`config.mk`:
```
export PLATFORM = sky130hd
export DESIGN_NAME = wlc_mac
export DESIGN_NICKNAME = d
export VERILOG_FILES = /design/src/sv/wlc_pkg.sv /design/src/sv/wlc_mac.sv
export SDC_FILE = /design/constraint.sdc
export NUM_CORES = 1
export LEC_CHECK = 0
export BUFFER_PORTS_ARGS = -buffer_cell sky130_fd_sc_hd__buf_2
export CORE_AREA = 2 2 143 145
export CTS_BUF_LIST = sky130_fd_sc_hd__clkbuf_8
export CTS_CLUSTER_SIZE = 20
export DETAILED_ROUTE_END_ITERATION = 10
export DIE_AREA = 0 0 145 147
export GPL_ROUTABILITY_DRIVEN = 0
export GPL_TIMING_DRIVEN = 0
export PLACE_DENSITY_LB_ADDON = 0.2
export SYNTH_ARGS = -nofsm -noshare
export SYNTH_HDL_FRONTEND = slang
export SYNTH_SLANG_ARGS = --single-unit
```
`constraint.sdc`:
```
create_clock -name clk_i -period 2.9 [get_ports clk_i]
set_input_delay 0.58 -clock clk_i [delete_from_list [all_inputs] [get_ports clk_i]]
set_output_delay 0.58 -clock clk_i [all_outputs]
set_load 0.05 [all_outputs]
```
`src/sv/wlc_pkg.sv`:
```
// shared constants, types and register indexes of the windowed line convolution
`timescale 1ns / 1ps
`default_nettype none
package wlc_pkg;

  localparam int LINE_MAX   = 512;
  localparam int ADDR_W     = $clog2(LINE_MAX);
  localparam int LEN_W      = ADDR_W + 1;
  localparam int POS_W      = LEN_W + 1;
  localparam int OUT_POS_W  = 9;
  localparam int HW_W       = 2;
  localparam int MAX_HW     = 3;
  localparam int MAX_WINDOW = 48;
  localparam int NUM_TAPS   = 2 * MAX_HW + 1;
  localparam int TAP_IDX_W  = $clog2(NUM_TAPS);
  localparam int DOFS_W     = HW_W + 1;
  localparam int SAMPLE_W   = 16;
  localparam int TAP_W      = 16;
  localparam int PROD_W     = SAMPLE_W + TAP_W;
  localparam int ACC_W      = PROD_W + $clog2(NUM_TAPS);
  localparam int START_W    = 10;
  localparam int WIDTH_W    = 6;
  localparam int FRAC_SHIFT = 15;
  localparam int CFG_IDX_W  = 3;
  localparam int CFG_DATA_W = 16;

  localparam logic [TAP_W-1:0]     TAP_ONE    = TAP_W'(1 << FRAC_SHIFT);
  localparam logic [ACC_W:0]       ROUND_BIAS = (ACC_W + 1)'(1 << (FRAC_SHIFT - 1));
  localparam logic [SAMPLE_W-1:0]  SAT_MAX    = '1;

  // configuration register indexes
  localparam logic [CFG_IDX_W-1:0] CFG_HALF_WIDTH = 3'd0;
  localparam logic [CFG_IDX_W-1:0] CFG_TAP_MINUS3 = 3'd1;

  // request codes
  localparam logic REQ_LOAD = 1'b0;
  localparam logic REQ_RUN  = 1'b1;

  typedef struct packed {
    logic clear;
    logic en;
  } mac_ctrl_t;

  typedef enum logic [4:0] {
    S_IDLE  = 5'b00001,
    S_CHECK = 5'b00010,
    S_READ  = 5'b00100,
    S_DRAIN = 5'b01000,
    S_EMIT  = 5'b10000
  } state_e;

endpackage
`default_nettype wire

```
`src/sv/wlc_mac.sv`:
```
// shared multiply-accumulate unit, registered product then accumulate
`timescale 1ns / 1ps
`default_nettype none
module wlc_mac (
  input  wire logic                          clk_i,
  input  wire logic                          rst_ni,
  input  wire wlc_pkg::mac_ctrl_t            ctrl_i,
  input  wire logic [wlc_pkg::SAMPLE_W-1:0]  sample_i,
  input  wire logic [wlc_pkg::TAP_W-1:0]     tap_i,
  output logic      [wlc_pkg::ACC_W-1:0]     acc_o
);

  logic [wlc_pkg::PROD_W-1:0] prod_q, prod_d;
  logic                       prod_en_q;
  logic [wlc_pkg::ACC_W-1:0]  acc_q, acc_d;

  assign prod_d = ctrl_i.en ? (sample_i * tap_i) : '0;

  always_comb begin
    acc_d = acc_q;
    if (ctrl_i.clear) begin
      acc_d = '0;
    end else if (prod_en_q) begin
      acc_d = acc_q + wlc_pkg::ACC_W'(prod_q);
    end
  end

  always_ff @(posedge clk_i or negedge rst_ni) begin
    if (!rst_ni) begin
      prod_en_q <= 1'b0;
      acc_q     <= '0;
    end else begin
      prod_en_q <= ctrl_i.en;
      acc_q     <= acc_d;
    end
  end

  always_ff @(posedge clk_i) begin
    prod_q <= prod_d;
  end

  assign acc_o = acc_q;

endmodule
`default_nettype wire

```
==> impl_metrics.csv <==
group,metric,value,unit
outcome,outcome,"finished with violations",
outcome,violations_in_the_final_reports,"setup timing",
global_routing,globalRoute.totalOverflow,0,
yosys,synth.area.mux_share,0.0143,
finish,area.growth.synth_to_final,23.1,%
setup_path,worstPathCellList,"buf_6 -> clkbuf_16 -> buf_12 -> nand2_1 -> fa_1 -> inv_1 -> fa_1 -> fa_1 -> fa_1 -> fa_1 -> inv_1 -> fa_1 -> inv_2 -> ha_4 -> a21o_1 -> a21o_1 -> a221oi_2 -> o31a_1 -> buf_6 -> o21bai_4 -> a21oi_2 -> xor2_1 -> nor2_1",
setup_path,critical_path_start_end_classification,"in2reg",
yosys,synth_area_leader_cell,"sky130_fd_sc_hd__fa_1",
floorplanning,io-pin-count,71,
global_routing,number_of_antenna_violations_at_the_first_check_in_global_routing,0,
detailed_routing,routed_wirelength,35.4,mm
yosys,synth_xor_xnor_area_share,0.0346,
timing,final-setup-viol-count,28,
timing,final.period_utilization,1.97,
setup_path,timing.critical_path.slowest_cell_delay,560,ps
setup_path,crit-reg2reg-launch,"acc_o[2]",
yosys,synth_compound_gate_area_share,0.114,
finish,diodes,0,
clock_network,numClockSinks,68,
setup_path,worstSetupStartpoint,"tap_i[8]",
finish,numnets_final,1962,
timing,slew_viol_final,0,
detailed_routing,drtAntennaViolNets,0,
setup_path,timing.reg2reg.worst_path_depth,9,
yosys,syn-instance-count,1452,
finish,post_route_cells_drive_above_1_share,0.227,
yosys,async_reset_ff_frac,0.529,
setup_path,worstPathMaxFanout,8,
setup_path,start_kind,"input pin",
timing,clock.fmax,0.175,GHz
floorplanning,row_count,52,
timing,hold_viol,0,
clock_network,clockRootBuffer,"sky130_fd_sc_hd__clkbuf_8",
floorplanning,coreArea,19800,um^2
placed_design,dp.final_hpwl,25.4,mm
yosys,synthSimpleGateAreaFrac,0.176,
yosys,synthDistinctLibCells,71,
detailed_routing,route.vias.total,10900,
floorplanning,die_area,21300,um^2
timing,clock_skew,8.43,ps
timing,timing.final.crit_period,5720,ps
global_routing,first_global_vias,10600,
clock_network,tritoncts,"yes",
setup_path,critPathMostFrequentCell,"sky130_fd_sc_hd__fa_1",
timing,tightest_slew,777,ps
floorplanning,start_util,0.638,
yosys,synth.avg_cell_area,8.72,um^2
yosys,dominantRegCellSynth,"sky130_fd_sc_hd__dfrtp_1",
placed_design,io_buffer_count,69,
finish,final_util,0.785,
detailed_routing,drt_first_iter_violations,838,
detailed_routing,drt-vias-per-instance,5.84,
timing,fin_ws,-2820,ps
yosys,main_combinational_cell_family_by_area_after_synthesis,"adder cells",
global_routing,wire_length_of_the_first_global_routing_pass,52.9,mm
clock_network,clk_transition_reported_paths,70,ps
yosys,synthDominantCellAreaShare,0.308,
setup_path,arrival,5960,ps
clock_network,cts_made_buffers,9,
setup_path,r2r_setup_slk,80,ps
clock_network,htree_depth,3,
clock_network,longest_clk_path_bufs,2,
yosys,number_of_enable_type_register_cells_in_the_synthesized_netlist,0,
yosys,sequential_share_of_the_synthesized_area,0.122,
global_routing,groute.usage.overall,0.311,
yosys,post_synth_main_area_contributors,"sky130_fd_sc_hd__fa_1 (31%), sky130_fd_sc_hd__ha_1 (13%), sky130_fd_sc_hd__inv_1 (7.3%)",
setup_path,crit_path_top_delay_cell,"sky130_fd_sc_hd__fa_1",
detailed_routing,wire_per_inst,18.9,um
detailed_routing,drt_drc_violations_left,0,
clock_network,insertion_delay,370,ps
flow_run,max-cap-violations,0,
setup_path,regToRegEndpoint,"acc_o[33]",
yosys,synthesis.area,12700,um^2
setup_path,worst-endpoint-required,3140,ps
detailed_routing,first_pass_drt_iterations,6,
floorplanning,dieHeight,147,um
setup_path,endpoint_kind,"register",
floorplanning,die_x,145,um
yosys,synth_adder_area_share,0.443,
global_routing,grt_max_degree,37,
timing,grt_setup_unrepaired,"yes",
hold_path,holdCritPathClass,"in2async",
timing,slew_headroom,0.482,
yosys,yosys_register_bits,68,
yosys,synth.net_count,1819,
yosys,synth_warnings,0,
## metal layers
layer	wire [um]	track usage	vias to the layer above
met4	2180	0.125	0
met3	3050	0.0407	182
met2	16600	0.531	614
met5	0	0	-
li1	-	-	4907
met1	13600	0.406	5215
## layout make-up
class,instances,area [um^2]
Fill cell,1218,4260
Clock inverter,7,97.6
Sequential cell,68,1540
Clock buffer,9,124
Tap cell,270,338
Multi-Input combinational cell,1075,10700
Inverter,248,931
Timing Repair Buffer,136,1160
Buffer,57,722
## cells in the mapped netlist, drive strengths merged, types with 6 or more instances
cell type,instances
clkbuf,52
o21bai,11
xor2,22
nor3,11
nand2,173
mux2i,17
nor2,87
and2,126
a22o,6
dfrtp,36
o211ai,11
o21ai,41
dfxtp,32
a31oi,8
fa,195
ha,136
xnor2,28
a21o,33
and3,7
inv,247
nand3,22
o21a,8
a211oi,11
nand4,11
a21oi,59
buf,9
## state kept, by name, summed over array words and instances (netlist names)
name,cells
prod_en_q,1
acc_o,35
prod_q,32
## what timing repair did
action	4_1_cts	5_1_grt
pin swaps	62	61
setup endpoints to repair	30	36
endpoints found under the hold margin	0	0
resized for setup	169	96
hold buffers	0	0
buffers inserted	48	20
## logic make-up after synthesis
group                      Yosys count
and+or+nand+nor                    460
adders and majority gates          331
buffers and inverters              309
AOI/OAI and AO/OA                  216
DFF                                 68
xor gates and xnor gates            50
muxes                               18
## how the worst max path moves through the flow
stage	to	slack (ps)	depth (start not counted)
floorplan	prod_q[24]	-2600	21
global placement	prod_q[24]	-3380	21
detailed placement	prod_q[28]	-3440	21
CTS	prod_q[30]	-2610	22
global route	prod_q[24]	-2990	23
finish	prod_q[24]	-2820	23
## layout by cell type, fill, tap and decap left out, types with 8 or more instances in the layout
master | synthesis | routed
sky130_fd_sc_hd__nand2_2 | 0 | 12
sky130_fd_sc_hd__ha_4 | 0 | 24
sky130_fd_sc_hd__a21oi_1 | 59 | 43
sky130_fd_sc_hd__buf_4 | 2 | 60
sky130_fd_sc_hd__a21oi_2 | 0 | 14
sky130_fd_sc_hd__o21ai_1 | 7 | 10
sky130_fd_sc_hd__and2_4 | 0 | 16
sky130_fd_sc_hd__nand2_1 | 173 | 157
sky130_fd_sc_hd__inv_2 | 0 | 23
sky130_fd_sc_hd__buf_2 | 2 | 42
sky130_fd_sc_hd__clkbuf_16 | 0 | 13
sky130_fd_sc_hd__nor3_1 | 11 | 10
sky130_fd_sc_hd__and2_1 | 125 | 109
sky130_fd_sc_hd__clkbuf_1 | 48 | 13
sky130_fd_sc_hd__dfrtp_1 | 36 | 36
sky130_fd_sc_hd__mux2i_1 | 17 | 17
sky130_fd_sc_hd__nand3_1 | 22 | 21
sky130_fd_sc_hd__dfxtp_1 | 32 | 32
sky130_fd_sc_hd__o21ai_0 | 34 | 23
sky130_fd_sc_hd__ha_1 | 136 | 104
sky130_fd_sc_hd__xnor2_1 | 28 | 23
sky130_fd_sc_hd__buf_8 | 0 | 14
sky130_fd_sc_hd__buf_12 | 0 | 9
sky130_fd_sc_hd__o21bai_1 | 10 | 9
sky130_fd_sc_hd__clkbuf_8 | 2 | 18
sky130_fd_sc_hd__nand4_1 | 10 | 10
sky130_fd_sc_hd__fa_1 | 195 | 182
sky130_fd_sc_hd__buf_6 | 3 | 27
sky130_fd_sc_hd__a21o_1 | 32 | 32
sky130_fd_sc_hd__ha_2 | 0 | 8
sky130_fd_sc_hd__o21a_1 | 8 | 8
sky130_fd_sc_hd__inv_1 | 247 | 224
sky130_fd_sc_hd__o211ai_1 | 10 | 10
sky130_fd_sc_hd__nor2_1 | 86 | 82
sky130_fd_sc_hd__xor2_1 | 22 | 22
sky130_fd_sc_hd__fa_2 | 0 | 13
## worst max-delay path: cells and delay by family
family	cells	cell delay, ps
xor+xnor	1	220
simple gates	2	140
compound gates	6	1120
buf+inv	7	700
fa+ha+maj	7	3210
## stage by stage
step / TNS, ps / instances / setup slack [ps] / hold WS (ps) / instance area [um^2]
after detailed placement: -72390 / 1791 / -3440 / 509 / 13700
after global routing: -62820 / 1870 / -2990 / 358 / 15600
final: -59310 / 1870 / -2820 / 287 / 15600
after CTS: -55830 / 1854 / -2610 / 318 / 15100
after global placement: -70590 / 1791 / -3380 / 514 / 13700
after floorplan: -54880 / 1452 / -2600 / 284 / 13100
Power is not shown: default switching activity piles up to over one toggle a cycle in this logic, so the estimate is an artifact.
